$ cat src/rtl/mdnsq_pkg.sv
// ----------------------------------------------------------------------------
// mdnsq_pkg
// Shared types, constants and helpers of the mDNS A query responder.
// ----------------------------------------------------------------------------
package mdnsq_pkg;

  localparam int unsigned MAX_PACKET_BYTES_DEF = 512;
  localparam int unsigned MIN_PACKET_BYTES     = 12;
  localparam int unsigned MAX_HOST_CHARS       = 32;
  localparam int unsigned MAX_LABEL_LEN        = 63;
  localparam int unsigned HEADER_LAST_IDX      = 11;
  localparam int unsigned QR_FLAGS_IDX         = 2;
  localparam int unsigned QDCOUNT_HI_IDX       = 4;
  localparam int unsigned QDCOUNT_LO_IDX       = 5;
  localparam int unsigned LOCAL_SUFFIX_LEN     = 6;  // ".local"

  // answer layout
  localparam int unsigned ANS_NAME_OFFSET = 13;  // first hostname byte
  localparam int unsigned ANS_FIXED_BYTES = 34;  // everything but the hostname
  localparam int unsigned MAX_WORDS       = (MAX_HOST_CHARS + ANS_FIXED_BYTES + 7) / 8;
  localparam int unsigned WORD_W          = $clog2(MAX_WORDS);

  localparam logic [15:0] ANS_FLAGS = 16'h8400;
  localparam logic [15:0] ANS_CLASS = 16'h8001;
  localparam logic [31:0] ANS_TTL   = 32'd120;
  localparam logic [15:0] TYPE_A    = 16'd1;
  localparam logic [15:0] TYPE_ANY  = 16'd255;
  localparam logic [7:0]  CHAR_DOT  = 8'h2e;

  typedef enum logic [2:0] {
    VERD_ANSWER     = 3'd0,
    VERD_BAD_LENGTH = 3'd1,
    VERD_NOT_QUERY  = 3'd2,
    VERD_MALFORMED  = 3'd3,
    VERD_NOT_ASKED  = 3'd4
  } verdict_e;

  typedef enum logic [2:0] {
    PH_HEADER,
    PH_LABEL_LEN,
    PH_LABEL_CHARS,
    PH_TAIL,
    PH_DONE,
    PH_BAD
  } phase_e;

  typedef enum logic [2:0] {
    CFG_HOST_0   = 3'd0,
    CFG_HOST_1   = 3'd1,
    CFG_HOST_2   = 3'd2,
    CFG_HOST_3   = 3'd3,
    CFG_HOST_LEN = 3'd4,
    CFG_IP       = 3'd5
  } cfg_idx_e;

  typedef logic [3:0][63:0] host_t;

  typedef struct packed {
    logic [7:0] query_byte;
    logic       last_byte;
  } query_t;

  typedef struct packed {
    verdict_e    verdict;
    logic [63:0] response_word;
    logic [3:0]  valid_bytes;
    logic        final_word;
  } result_t;

  typedef struct packed {
    host_t       host;
    logic [5:0]  host_n;   // clamped hostname length, 1 to MAX_HOST_CHARS
    logic [31:0] ip;
  } cfg_t;

  // end-of-packet event from the parser to the answer unit
  typedef struct packed {
    logic     valid;
    verdict_e verdict;
  } pkt_ev_t;

  function automatic logic [7:0] to_lower(input logic [7:0] c);
    return (c >= 8'h41 && c <= 8'h5a) ? c + 8'd32 : c;
  endfunction

  function automatic logic [5:0] host_len(input logic [5:0] len);
    logic [5:0] n;
    n = len;
    if (n == 6'd0) n = 6'd1;
    if (n > 6'(MAX_HOST_CHARS)) n = 6'(MAX_HOST_CHARS);
    return n;
  endfunction

  function automatic logic [7:0] host_char(input host_t host, input logic [4:0] i);
    logic [63:0] w;
    w = host[i[4:3]];
    return to_lower(w[{~i[2:0], 3'b000} +: 8]);
  endfunction

  function automatic logic [7:0] local_char(input logic [2:0] i);
    logic [7:0] c;
    case (i)
      3'd0:    c = 8'h6c;  // l
      3'd1:    c = 8'h6f;  // o
      3'd2:    c = 8'h63;  // c
      3'd3:    c = 8'h61;  // a
      3'd4:    c = 8'h6c;  // l
      default: c = 8'h00;
    endcase
    return c;
  endfunction

endpackage

$ cat src/rtl/mdnsq_parser.sv
// ----------------------------------------------------------------------------
// mdnsq_parser
// Byte-wise mDNS header and question walker; one byte per cycle while accept is high,
// reports a verdict on the last byte of each packet.
// ----------------------------------------------------------------------------
module mdnsq_parser import mdnsq_pkg::*; #(
  parameter int unsigned MAX_PACKET_BYTES = MAX_PACKET_BYTES_DEF
) (
  input  logic    clk_i,
  input  logic    rst_ni,
  input  logic    accept_i,
  input  query_t  in_i,
  input  cfg_t    cfg_i,
  output pkt_ev_t ev_o
);

  localparam int unsigned CNT_W = $clog2(MAX_PACKET_BYTES + 2);

  logic [CNT_W-1:0] cnt_q, cnt_n, cnt_d;
  logic [15:0]      qtotal_q, qtotal_n, qtotal_d;
  logic [15:0]      qdone_q, qdone_n, qdone_d;
  phase_e           phase_q, phase_n, phase_d;
  logic [5:0]       lrem_q, lrem_n, lrem_d;
  logic [5:0]       pos_q, pos_n, pos_d;
  logic             match_q, match_n, match_d;
  logic             started_q, started_n, started_d;
  logic [15:0]      type_q, type_n, type_d;
  logic [1:0]       tail_q, tail_n, tail_d;
  logic             want_q, want_n, want_d;
  logic             resp_q, resp_n, resp_d;

  logic       cmp_en;
  logic [7:0] cmp_c;
  logic [7:0] b;

  assign b = in_i.query_byte;

  // name compare against hostname + ".local"
  function automatic logic exp_match(input logic [5:0] pos, input logic [7:0] c,
                                     input cfg_t cfg);
    logic [6:0] p7;
    logic [6:0] n7;
    logic [6:0] k;
    logic       ok;
    p7 = {1'b0, pos};
    n7 = {1'b0, cfg.host_n};
    k  = p7 - n7 - 7'd1;
    if (p7 < n7) begin
      ok = (host_char(cfg.host, pos[4:0]) == c);
    end else if (p7 == n7) begin
      ok = (c == CHAR_DOT);
    end else if (p7 < n7 + 7'(LOCAL_SUFFIX_LEN)) begin
      ok = (local_char(k[2:0]) == c);
    end else begin
      ok = 1'b0;
    end
    return ok;
  endfunction

  // next state
  always_comb begin
    cnt_n     = cnt_q;
    qtotal_n  = qtotal_q;
    qdone_n   = qdone_q;
    phase_n   = phase_q;
    lrem_n    = lrem_q;
    pos_n     = pos_q;
    match_n   = match_q;
    started_n = started_q;
    type_n    = type_q;
    tail_n    = tail_q;
    want_n    = want_q;
    resp_n    = resp_q;
    cmp_en    = 1'b0;
    cmp_c     = to_lower(b);

    case (phase_q)
      PH_HEADER: begin
        if (cnt_q == CNT_W'(QR_FLAGS_IDX)) begin
          resp_n = b[7];
        end else if (cnt_q == CNT_W'(QDCOUNT_HI_IDX)) begin
          qtotal_n = {b, 8'h00};
        end else if (cnt_q == CNT_W'(QDCOUNT_LO_IDX)) begin
          qtotal_n = qtotal_q | {8'h00, b};
        end
        if (cnt_q >= CNT_W'(HEADER_LAST_IDX)) begin
          if (qtotal_n == 16'd0) begin
            phase_n = PH_DONE;
          end else begin
            phase_n   = PH_LABEL_LEN;
            lrem_n    = '0;
            pos_n     = '0;
            match_n   = 1'b1;
            started_n = 1'b0;
            type_n    = '0;
            tail_n    = '0;
          end
        end
      end
      PH_LABEL_LEN: begin
        if (b == 8'd0) begin
          phase_n = PH_TAIL;
          tail_n  = '0;
        end else if (b > 8'(MAX_LABEL_LEN)) begin
          phase_n = PH_BAD;
        end else begin
          // labels are joined with a dot before the compare
          cmp_en    = started_q;
          cmp_c     = CHAR_DOT;
          started_n = 1'b1;
          lrem_n    = b[5:0];
          phase_n   = PH_LABEL_CHARS;
        end
      end
      PH_LABEL_CHARS: begin
        cmp_en = 1'b1;
        lrem_n = lrem_q - 6'd1;
        if (lrem_n == 6'd0) phase_n = PH_LABEL_LEN;
      end
      PH_TAIL: begin
        if (tail_q == 2'd0) begin
          type_n = {b, 8'h00};
        end else if (tail_q == 2'd1) begin
          type_n = type_q | {8'h00, b};
        end
        if (tail_q == 2'd3) begin
          if (match_q && (pos_q == cfg_i.host_n + 6'(LOCAL_SUFFIX_LEN)) &&
              (type_q == TYPE_A || type_q == TYPE_ANY)) begin
            want_n = 1'b1;
          end
          qdone_n = qdone_q + 16'd1;
          if (qdone_n >= qtotal_q) begin
            phase_n = PH_DONE;
          end else begin
            phase_n   = PH_LABEL_LEN;
            lrem_n    = '0;
            pos_n     = '0;
            match_n   = 1'b1;
            started_n = 1'b0;
            type_n    = '0;
            tail_n    = '0;
          end
        end else begin
          tail_n = tail_q + 2'd1;
        end
      end
      default: begin
      end
    endcase

    if (cmp_en) begin
      if (!exp_match(pos_q, cmp_c, cfg_i)) match_n = 1'b0;
      if (pos_q < 6'(MAX_LABEL_LEN)) pos_n = pos_q + 6'd1;
    end

    if (cnt_q <= CNT_W'(MAX_PACKET_BYTES)) cnt_n = cnt_q + CNT_W'(1);

    cnt_d     = cnt_n;
    qtotal_d  = qtotal_n;
    qdone_d   = qdone_n;
    phase_d   = phase_n;
    lrem_d    = lrem_n;
    pos_d     = pos_n;
    match_d   = match_n;
    started_d = started_n;
    type_d    = type_n;
    tail_d    = tail_n;
    want_d    = want_n;
    resp_d    = resp_n;

    // packet end: back to the header
    if (in_i.last_byte) begin
      cnt_d     = '0;
      qtotal_d  = '0;
      qdone_d   = '0;
      phase_d   = PH_HEADER;
      lrem_d    = '0;
      pos_d     = '0;
      match_d   = 1'b1;
      started_d = 1'b0;
      type_d    = '0;
      tail_d    = '0;
      want_d    = 1'b0;
      resp_d    = 1'b0;
    end
  end

  // verdict on the last byte
  always_comb begin
    ev_o.valid = accept_i & in_i.last_byte;
    if (cnt_n < CNT_W'(MIN_PACKET_BYTES) || cnt_n > CNT_W'(MAX_PACKET_BYTES)) begin
      ev_o.verdict = VERD_BAD_LENGTH;
    end else if (resp_n) begin
      ev_o.verdict = VERD_NOT_QUERY;
    end else if (phase_n == PH_BAD || phase_n == PH_LABEL_CHARS || phase_n == PH_TAIL ||
                 (phase_n == PH_LABEL_LEN && started_n)) begin
      ev_o.verdict = VERD_MALFORMED;
    end else if (!want_n) begin
      ev_o.verdict = VERD_NOT_ASKED;
    end else begin
      ev_o.verdict = VERD_ANSWER;
    end
  end

  always_ff @(posedge clk_i or negedge rst_ni) begin
    if (!rst_ni) begin
      cnt_q     <= '0;
      qtotal_q  <= '0;
      qdone_q   <= '0;
      phase_q   <= PH_HEADER;
      lrem_q    <= '0;
      pos_q     <= '0;
      match_q   <= 1'b1;
      started_q <= 1'b0;
      type_q    <= '0;
      tail_q    <= '0;
      want_q    <= 1'b0;
      resp_q    <= 1'b0;
    end else if (accept_i) begin
      cnt_q     <= cnt_d;
      qtotal_q  <= qtotal_d;
      qdone_q   <= qdone_d;
      phase_q   <= phase_d;
      lrem_q    <= lrem_d;
      pos_q     <= pos_d;
      match_q   <= match_d;
      started_q <= started_d;
      type_q    <= type_d;
      tail_q    <= tail_d;
      want_q    <= want_d;
      resp_q    <= resp_d;
    end
  end

  phase_q_header_clean: assert property (@(posedge clk_i) disable iff (!rst_ni)
    phase_q == PH_HEADER |-> !started_q && pos_q == 6'd0 && !want_q)
    else $error("header phase with question state left over");

  name_pos_bounded: assert property (@(posedge clk_i) disable iff (!rst_ni)
    accept_i && (phase_q == PH_LABEL_LEN || phase_q == PH_LABEL_CHARS) |=>
    pos_q <= 6'(MAX_LABEL_LEN))
    else $error("name position out of range");

  ev_only_on_last: assert property (@(posedge clk_i) disable iff (!rst_ni)
    ev_o.valid |=> phase_q == PH_HEADER && cnt_q == '0)
    else $error("parser not cleared after packet end");

endmodule

$ cat src/rtl/mdnsq_answer.sv
// ----------------------------------------------------------------------------
// mdnsq_answer
// Turns a packet verdict into result items: one status item, or the A
// answer unloaded as 64-bit words through the output register.
// ----------------------------------------------------------------------------
module mdnsq_answer import mdnsq_pkg::*; (
  input  logic    clk_i,
  input  logic    rst_ni,
  input  pkt_ev_t ev_i,
  input  cfg_t    cfg_i,
  output logic    busy_o,
  output logic    out_valid_o,
  input  logic    out_stall_i,
  output result_t out_o
);

  logic              job_valid_q, job_valid_d;
  verdict_e          job_verdict_q, job_verdict_d;
  logic [WORD_W-1:0] word_q, word_d;
  logic              out_valid_q, out_valid_d;
  result_t           out_q;
  result_t           item;
  logic              load;
  logic [6:0]        n_bytes;
  logic [6:0]        base;
  logic [6:0]        rem;

  // byte p of the answer message, zero past its end
  function automatic logic [7:0] ans_byte(input logic [6:0] p, input cfg_t cfg);
    logic [6:0] n7;
    logic [6:0] q;
    logic [6:0] h;
    logic [7:0] v;
    n7 = {1'b0, cfg.host_n};
    h  = p - 7'(ANS_NAME_OFFSET);
    q  = p - 7'(ANS_NAME_OFFSET) - n7;
    v  = 8'h00;
    if (p < 7'(ANS_NAME_OFFSET - 1)) begin
      case (p)
        7'd2:    v = ANS_FLAGS[15:8];
        7'd3:    v = ANS_FLAGS[7:0];
        7'd7:    v = 8'd1;  // one answer
        default: v = 8'h00;
      endcase
    end else if (p == 7'(ANS_NAME_OFFSET - 1)) begin
      v = {2'b00, cfg.host_n};
    end else if (p < 7'(ANS_NAME_OFFSET) + n7) begin
      v = host_char(cfg.host, h[4:0]);
    end else begin
      case (q)
        7'd0:    v = 8'd5;
        7'd1:    v = local_char(3'd0);
        7'd2:    v = local_char(3'd1);
        7'd3:    v = local_char(3'd2);
        7'd4:    v = local_char(3'd3);
        7'd5:    v = local_char(3'd4);
        7'd7:    v = TYPE_A[15:8];
        7'd8:    v = TYPE_A[7:0];
        7'd9:    v = ANS_CLASS[15:8];
        7'd10:   v = ANS_CLASS[7:0];
        7'd11:   v = ANS_TTL[31:24];
        7'd12:   v = ANS_TTL[23:16];
        7'd13:   v = ANS_TTL[15:8];
        7'd14:   v = ANS_TTL[7:0];
        7'd16:   v = 8'd4;  // rdata length
        7'd17:   v = cfg.ip[31:24];
        7'd18:   v = cfg.ip[23:16];
        7'd19:   v = cfg.ip[15:8];
        7'd20:   v = cfg.ip[7:0];
        default: v = 8'h00;
      endcase
    end
    return v;
  endfunction

  assign load    = !out_valid_q || !out_stall_i;
  assign n_bytes = 7'(cfg_i.host_n) + 7'(ANS_FIXED_BYTES);
  assign base    = {word_q, 3'b000};
  assign rem     = n_bytes - base;

  always_comb begin
    item.verdict       = job_verdict_q;
    item.response_word = '0;
    item.valid_bytes   = '0;
    item.final_word    = 1'b1;
    if (job_verdict_q == VERD_ANSWER) begin
      for (int i = 0; i < 8; i++) begin
        item.response_word[8*(7-i) +: 8] = ans_byte(base + 7'(i), cfg_i);
      end
      item.valid_bytes = (rem >= 7'd8) ? 4'd8 : rem[3:0];
      item.final_word  = (rem <= 7'd8);
    end
  end

  always_comb begin
    job_valid_d   = job_valid_q;
    job_verdict_d = job_verdict_q;
    word_d        = word_q;
    out_valid_d   = out_valid_q;
    if (load) begin
      out_valid_d = job_valid_q;
      if (job_valid_q) begin
        if (item.final_word) job_valid_d = 1'b0;
        else word_d = word_q + WORD_W'(1);
      end
    end
    if (ev_i.valid) begin
      job_valid_d   = 1'b1;
      job_verdict_d = ev_i.verdict;
      word_d        = '0;
    end
  end

  always_ff @(posedge clk_i or negedge rst_ni) begin
    if (!rst_ni) begin
      job_valid_q   <= 1'b0;
      job_verdict_q <= VERD_ANSWER;
      word_q        <= '0;
      out_valid_q   <= 1'b0;
    end else begin
      job_valid_q   <= job_valid_d;
      job_verdict_q <= job_verdict_d;
      word_q        <= word_d;
      out_valid_q   <= out_valid_d;
    end
  end

  always_ff @(posedge clk_i) begin
    if (load && job_valid_q) out_q <= item;
  end

  assign busy_o      = job_valid_q;
  assign out_valid_o = out_valid_q;
  assign out_o       = out_q;

  no_event_while_busy: assert property (@(posedge clk_i) disable iff (!rst_ni)
    ev_i.valid |-> !job_valid_q)
    else $error("packet verdict arrived while an answer is still unloading");

  status_item_clean: assert property (@(posedge clk_i) disable iff (!rst_ni)
    out_valid_q && out_q.verdict != VERD_ANSWER |->
    out_q.response_word == '0 && out_q.valid_bytes == '0 && out_q.final_word)
    else $error("status item carries answer data");

  full_mid_words: assert property (@(posedge clk_i) disable iff (!rst_ni)
    out_valid_q && out_q.verdict == VERD_ANSWER && !out_q.final_word |->
    out_q.valid_bytes == 4'd8)
    else $error("short answer word before the final one");

  word_index_bounded: assert property (@(posedge clk_i) disable iff (!rst_ni)
    job_valid_q |-> word_q < WORD_W'(MAX_WORDS))
    else $error("answer word index past the message end");

endmodule

$ cat src/rtl/mdns_a_query_responder.sv
// ----------------------------------------------------------------------------
// mdns_a_query_responder
// mDNS A query responder: parses one UDP payload byte per cycle and answers
// questions for <hostname>.local with a fixed authoritative A record.
// ----------------------------------------------------------------------------
// Throughput: one payload byte per cycle; the last byte of a packet is held
//   off while the previous packet's answer is still unloading.
// Output: a packet's verdict is first registered as a pending job, then the first
//   result item is loaded into the output register; an answer takes 5 to 9 words at
//   one per cycle while the output is not stalled, set by the hostname length through the answer word counter.
// Reset: parser back to the header, no pending results, registers at defaults.
module mdns_a_query_responder import mdnsq_pkg::*; #(
  parameter int unsigned MAX_PACKET_BYTES = MAX_PACKET_BYTES_DEF
) (
  input  logic        clk_i,
  input  logic        rst_ni,
  input  logic        in_valid_i,
  output logic        in_stall_o,
  input  query_t      in_i,
  output logic        out_valid_o,
  input  logic        out_stall_i,
  output result_t     out_o,
  input  logic        cfg_we_i,
  input  logic [2:0]  cfg_idx_i,
  input  logic [63:0] cfg_data_i
);

  host_t       host_q;
  logic [5:0]  hlen_q;
  logic [31:0] ip_q;
  cfg_t        cfg;
  pkt_ev_t     ev;
  logic        busy;
  logic        accept;

  always_ff @(posedge clk_i or negedge rst_ni) begin
    if (!rst_ni) begin
      host_q <= '0;
      hlen_q <= 6'd1;
      ip_q   <= '0;
    end else if (cfg_we_i) begin
      case (cfg_idx_i)
        CFG_HOST_0:   host_q[0] <= cfg_data_i;
        CFG_HOST_1:   host_q[1] <= cfg_data_i;
        CFG_HOST_2:   host_q[2] <= cfg_data_i;
        CFG_HOST_3:   host_q[3] <= cfg_data_i;
        CFG_HOST_LEN: hlen_q    <= cfg_data_i[5:0];
        CFG_IP:       ip_q      <= cfg_data_i[31:0];
        default: begin
        end
      endcase
    end
  end

  assign cfg.host   = host_q;
  assign cfg.host_n = host_len(hlen_q);
  assign cfg.ip     = ip_q;

  // only a packet end has to wait for the answer unit
  assign in_stall_o = busy & in_i.last_byte;
  assign accept     = in_valid_i & ~in_stall_o;

  mdnsq_parser #(
    .MAX_PACKET_BYTES(MAX_PACKET_BYTES)
  ) u_parser (
    .clk_i   (clk_i),
    .rst_ni  (rst_ni),
    .accept_i(accept),
    .in_i    (in_i),
    .cfg_i   (cfg),
    .ev_o    (ev)
  );

  mdnsq_answer u_answer (
    .clk_i      (clk_i),
    .rst_ni     (rst_ni),
    .ev_i       (ev),
    .cfg_i      (cfg),
    .busy_o     (busy),
    .out_valid_o(out_valid_o),
    .out_stall_i(out_stall_i),
    .out_o      (out_o)
  );

endmodule
$ cat config.mk
export PLATFORM = sky130hd
export DESIGN_NAME = mdns_a_query_responder
export DESIGN_NICKNAME = d
export VERILOG_FILES = /design/src/rtl/mdnsq_pkg.sv /design/src/rtl/mdnsq_parser.sv /design/src/rtl/mdnsq_answer.sv /design/src/rtl/mdns_a_query_responder.sv
export SDC_FILE = /design/constraint.sdc
export NUM_CORES = 1
export LEC_CHECK = 0
export BUFFER_PORTS_ARGS = -buffer_cell sky130_fd_sc_hd__buf_4
export CELL_PAD_IN_SITES_DETAIL_PLACEMENT = 1
export CELL_PAD_IN_SITES_GLOBAL_PLACEMENT = 1
export CORE_ASPECT_RATIO = 1.25
export CORE_MARGIN = 5
export CORE_UTILIZATION = 45
export CTS_CLUSTER_DIAMETER = 40
export DETAILED_ROUTE_END_ITERATION = 16
export PLACE_DENSITY = 0.75
export SYNTH_ARGS = -nofsm -noshare
export SYNTH_HDL_FRONTEND = slang
export SYNTH_SLANG_ARGS = --single-unit
$ cat constraint.sdc
create_clock -name clk_i -period 6.4 [get_ports clk_i]
set_input_delay 1.6 -clock clk_i [delete_from_list [all_inputs] [get_ports clk_i]]
set_output_delay 1.6 -clock clk_i [all_outputs]
set_load 0.02 [all_outputs]
# After elaboration in Yosys (flattened, before gate mapping)
# Index checks and enable logic that the tools add are counted.
# totals
word_cells	574
ram_bits	0
rom_bits	0
mem_count	0
input_bits	81
latchBits	0
register_bits	454
out_inout_bits	74
# classes
n_eq_ne	170
n_mul	0
reduce_logical	78
n_mux	170
order_cmp	57
shift	9
bitwise_logic	16
div_mod_pow	0
n_addsub	46
# ops
operator	count
$bmux 64 s2	9
$pmux 8 s13	8
$mux 64	9
$shiftx 64x7->8	9
$mux 8	39
$eq 7x5->1 const B	40
$eq 7x4->1 const B	39
$mux 16	16
$eq 7x2->1 const B	23
$eq 7x3->1 const B	23
$pmux 8 s2	7
$mux 6	16
$add 8x6->8 const B	10
$ge 8x7->1 const B	10
$le 8x7->1 const B	10
$eq 7x1->1 const B	8
$logic_not 7->1	8
$lt 7x4->1 const B	8
$lt 7x7->1	8
$sub 7x4->7 const B	8
$sub 7x6->7	8
$reduce_or 2->1	19
$mux 3	12
$mux 1	32
77 further kinds	167

# Longest topological paths before layout
# logic_depth
word_depth	21
mapped_depth	21
ltp_nobuf	16

# Modules after synthesis
# A second synthesis with hierarchy kept.
# unflattened
cells_unflattened	2659
area_unflattened_um2	29698.5
# modules_own_cells
mod	area_each_um2	cells_each	n_inst
mdns_a_query_responder	11547.3	636	1
mdnsq_answer	10490.1	1187	1
mdnsq_parser	7661.1	836	1

# Worst setup path after synthesis
# Ideal clock, no wire load.
# synth_path
path_kind	register to register
start	reg u_answer.word_q[0]
end	reg u_answer.out_q (netlist bit u_answer.out_o[7]), data pin
t_required_ns	6.254
period_less_slack_ns	5.685
path_stages_with_launch	21
setup_time_ns	0.146
arrival_ns	5.539
setup_slack_ns	0.715
path_cell_list	dfrtp_1 -> clkbuf_1 -> buf_2 -> buf_2 -> buf_1 -> inv_1 -> ha_1 -> clkbuf_1 -> buf_1 -> inv_1 -> ha_1 -> buf_2 -> a21o_1 -> a21oi_1 -> xnor2_1 -> a2111oi_2 -> a31oi_1 -> a211oi_1 -> o21ai_1 -> or4_1 -> a21oi_1
# synth_via
elab_chain_len	11
word_cells_on_any_way	38
cone_classes	add/sub: 4; order compare: 4; eq/ne: 17; shift: 1; mux: 8; reduce/logical: 4
# synth_lines
element	line_no	rtl
start, declared	mdnsq_answer.sv:19	logic [WORD_W-1:0] word_q, word_d;
start signal, assigned	mdnsq_answer.sv:123	word_q <= word_d;
$add 7x3->7 *	mdnsq_answer.sv:88	item.response_word[8*(7-i) +: 8] = ans_byte(base + 7'(i), cfg_i);
$sub 7x4->7	mdnsq_answer.sv:35	h = p - 7'(ANS_NAME_OFFSET);
$bmux 64 s2	mdnsq_pkg.sv:96	w = host[i[4:3]];
$mux 64 (implied by the code)	mdnsq_pkg.sv:96	
$shiftx 64x7->8	mdnsq_pkg.sv:97	return to_lower(w[{~i[2:0], 3'b000} +: 8]);
$ge 8x7->1 or $le 8x7->1 (tied branches)	mdnsq_pkg.sv:83	return (c >= 8'h41 && c <= 8'h5a) ? c + 8'd32 : c;
$logic_and 1x1->1	mdnsq_pkg.sv:83	
$mux 8	mdnsq_pkg.sv:83	
$mux 8	mdnsq_answer.sv:47	end else if (p < 7'(ANS_NAME_OFFSET) + n7) begin
$mux 8	mdnsq_answer.sv:45	end else if (p == 7'(ANS_NAME_OFFSET - 1)) begin
$mux 8 *	mdnsq_answer.sv:38	if (p < 7'(ANS_NAME_OFFSET - 1)) begin
end signal, assigned	mdnsq_answer.sv:129	if (load && job_valid_q) out_q <= item;
end, declared	mdnsq_answer.sv:21	result_t out_q;
# Every way passes the cells marked *; elsewhere a longest branch is shown, timed or not. The select of a mux whose other input is x is not followed.
# A chain may end at the register's enable or synchronous reset.

# Final worst setup path
# layout_path
start	reg hlen_q[5]
end	reg u_answer.out_q (netlist bit u_answer.out_o[40]), data pin
# layout_via
elab_chain_len	11
word_cells_on_any_way	28
cone_classes	add/sub: 2; order compare: 2; eq/ne: 14; mux: 6; reduce/logical: 4
# layout_lines
element	line_no	rtl
start, declared	mdns_a_query_responder.sv:29	logic [5:0] hlen_q;
start signal, assigned	mdns_a_query_responder.sv:47	CFG_HOST_LEN: hlen_q <= cfg_data_i[5:0];
$logic_not 6->1	mdnsq_pkg.sv:89	if (n == 6'd0) n = 6'd1;
$mux 6 *	mdnsq_pkg.sv:89	
$gt 6x6->1	mdnsq_pkg.sv:90	if (n > 6'(MAX_HOST_CHARS)) n = 6'(MAX_HOST_CHARS);
$mux 6 *	mdnsq_pkg.sv:90	
$sub 7x6->7	mdnsq_answer.sv:36	q = p - 7'(ANS_NAME_OFFSET) - n7;
$eq 7x4->1 (tied with other cells)	mdnsq_answer.sv:50	case (q)
$reduce_or 2->1 (no source line)	--	
$pmux 8 s13	mdnsq_answer.sv:50	
$mux 8	mdnsq_answer.sv:47	
$mux 8 *	mdnsq_answer.sv:45	
$mux 8 *	mdnsq_answer.sv:38	
# Every way passes the cells marked *; elsewhere a longest branch is shown, timed or not.

==> impl_metrics.yaml <==
global_routing:
  grt_max_degree: 109
  grt-ovfl-total: 0
  antenna_found_initial: 2
  grt_usage: 0.327
  grt_pass1_wl_um: 175000
  first_global_vias: 26512
critical_path:
  cp.arrival_ns: 5.90
  crit_path_top_delay_cell: "ha_1"
  critPathCaptureType: "flip-flop"
  r2r.worst_path.cells: 14
  cp_common_cell: "ha_1"
  cp_slowest_stage_delay_ns: 0.90
  worstPathRequired_ns: 6.73
  rrSetupSlack_ns: 0.83
  critPathLaunchType: "flip-flop"
  path_cells: "inv_1, nand2_1, ha_1, inv_2, ha_1, and3b_1, a221oi_1, xor2_1, and2_1, mux2i_1, or2_2, nor2_1, o311ai_2, o21ai_0"
  worstSetupPathType: "reg2reg"
  path_max_fanout: 18
sta:
  drv_slew: 0
  setup-violations-final: 0
  rsz0062_at_grt: "no"
  finalCriticalPeriod_ns: 5.57
  setup_ws_ns: 0.830
  max_slew_margin: 0.114
  finalCritPeriodShare: 0.870
  hold_violations: 0
  worst_slew_pin_slew_ns: 1.32
  worst_clock_skew_ns: 0.0436
  fmax_ghz: 0.180
  tns_ns: 0
synthesis:
  synth_fp_nets: 2896
  synth_top_flop_cell: "dfrtp_1"
  async_reset_ff_frac: 0.841
  yosysUniqueCellTypes: 104
  synth_area_mm2: 0.0291
  ys_seq_area_frac: 0.403
  syn_inst: 2726
  syn_area_per_cell_um2: 10.7
  synth_edf_count: 72
  ys_ff_latch: 454
  yosysWarnings: 0
routing:
  via_count: 24999
  drc: 0
  dr.pass1.iters: 7
  postRouteWirelength_um: 117000
  avgViaCountPerCell: 6.75
  drt_iter0_drc: 2196
  ant_nets: 0
  route.detailed.wl_per_inst_um: 31.6
place:
  place_area_mm2: 0.0308
  numPortBuffers: 154
  routabilityCongestion: 1.00
  place_ws_ns: 1.06
  hpwl_um: 81900
finish:
  area_growth_pct: 14.8
  final_cell_mix: "dfrtp_1, mux2_2, nand2_1"
  drive_above_1_share: 0.286
  num-fill-cells: 6878
  antenna_cells: 0
  final_common_cell: "dfrtp_1"
  fin_util: 0.520
  fin_area_mm2: 0.0334
  nets: 2966
clock_network:
  cts_root_buffer: "clkbuf_16"
  cts_resized: 0
  clock_latency_ns: 0.63
  cts_hold_buf: 0
  ctsHtreeMaxLevel: 3
  clkTransAtPathRegs_ns: 0.06
  clock_sinks: 454
  cts_tree: "yes"
  postCtsSetupRepairBufs: 0
  cts_made_buffers: 71
  max-clock-path-buffers: 3
outcome:
  status: "completed"
floorplanning:
  dieWidth_um: 237
  die_area_mm2: 0.0699
  die_h_um: 294
  io-pin-count: 155
  start_util: 0.453
  rows: 104
  coreArea_mm2: 0.0643
power_and_ir_drop:
  p_leak_uw: 0.0132
  total_power_uw: 14000
  peakVddDrop_uv: 235
  powerDensity_mw_per_mm2: 418
hold_path:
  holdPathStages: 1
  min_path_type: "reg2reg"
job:
  maxCapViolations: 0
[worst max-delay path: cells and delay by family (launching register included)]
| kind | cells | cell delay (ns) |
|---|---|---|
| AND/OR/NAND/NOR | 5 | 1.15 |
| XOR/XNOR | 1 | 0.11 |
| multiplexers | 1 | 0.70 |
| AO/OA/AOI/OAI | 3 | 1.07 |
| adder cells (fa/ha/maj) | 2 | 1.26 |
| flip-flops | 1 | 0.43 |
| buffers and inverters | 2 | 0.57 |
[synth_stat cells (11+ instances only)]
library cell  count  share of area
dfrtp_1         380           0.33
mux2_2          309           0.12
nand2_1         234          0.030
nor2_1          174          0.022
a21oi_1         171          0.029
o21ai_0         147          0.025
clkbuf_1        135          0.017
mux4_2          125          0.097
ha_1             87          0.037
edfxtp_1         72          0.074
inv_1            64         0.0083
nand3_1          63          0.011
nor3_1           59          0.010
xnor2_1          56          0.017
a22oi_1          47          0.012
o22ai_1          39         0.0084
and3_1           30         0.0064
a221oi_1         28         0.0084
buf_1            25         0.0032
a31oi_1          23         0.0049
nand2b_1         23         0.0049
buf_2            21         0.0036
nor4_1           21         0.0045
a21o_1           20         0.0052
a22o_1           20         0.0060
a32oi_1          19         0.0057
xor2_1           18         0.0054
a32o_1           15         0.0052
a211oi_1         14         0.0036
and2_1           14         0.0030
nand4_1          13         0.0028
a222oi_1         12         0.0041
nor2b_1          11         0.0024
nor4b_1          11         0.0033
o31ai_1          11         0.0028
[flip-flops by register name, summed over array words and instances, names as in the netlist, 2 cells and up]
signal and cells:
hlen_q 6, u_parser.tail_q 2, u_answer.out_o 72, u_answer.word_q 4, u_parser.phase_q 3, u_parser.qdone_q 16
u_parser.type_q 16, cfg 256, u_parser.pos_q 6, u_parser.cnt_q 10, u_answer.job_verdict_q 3, u_parser.lrem_q 6
ip_q 32, u_parser.qtotal_q 16
[final cells by class]
type / instances / area (um2) / share of cell area
Timing Repair Buffer: 197 / 1520 / 0.0456
Multi-Input combinational cell: 2001 / 16300 / 0.487
Inverter: 71 / 268 / 0.00801
Clock inverter: 46 / 663 / 0.0198
Clock buffer: 84 / 1900 / 0.0568
Tap cell: 848 / 1060 / 0.0318
Sequential cell: 454 / 11700 / 0.351
[per-stage QoR]
step,std cells,hold slack [ns]
finish,3701,0.503
global route,3701,0.523
CTS,3701,0.505
global placement,3571,0.481
floorplan,2726,0.457
detailed placement,3571,0.493
[metal layers]
layer / GRT usage / wire (um) / part of all wire / vias up
met4: 0.202 / 8910 / 0.076 / 2
met1: 0.394 / 43600 / 0.37 / 12858
met5: 0 / 20 / 0.00017 / -
li1: - / - / - / 10474
met3: 0.0720 / 8880 / 0.076 / 436
met2: 0.537 / 55500 / 0.47 / 1229
[worst paths after layout]
kind | from | endpoint
max reg2reg | hlen_q[5] | u_answer.out_o[40]
min | u_parser.type_q[10] | u_parser.type_q[10]
min reg2reg | u_parser.type_q[10] | u_parser.type_q[10]
max | hlen_q[5] | u_answer.out_o[40]
max in group asynchronous | rst_ni | u_parser.qtotal_q[13]
min in group asynchronous | rst_ni | u_answer.word_q[0]
[cells by family (layout without fill, tap and decap cells)]
group	count (synthesis)	after routing	share of synthesized area
buf+inv	271	398	0.0403
other cells	1	1	0.000129
xor+xnor	77	77	0.0242
flops	454	454	0.403
fa+ha+maj	89	89	0.0388
simple gates	714	714	0.118
mux	445	445	0.221
compound gates	675	675	0.155
[report_power, final]
| group | switching, uW | internal, uW | total, uW |
|---|---|---|---|
| Combinational | 3470 | 2010 | 5470 |
| Sequential | 783 | 3560 | 4340 |
| Clock | 1600 | 2550 | 4150 |
Power figures use the tool's default switching activity.
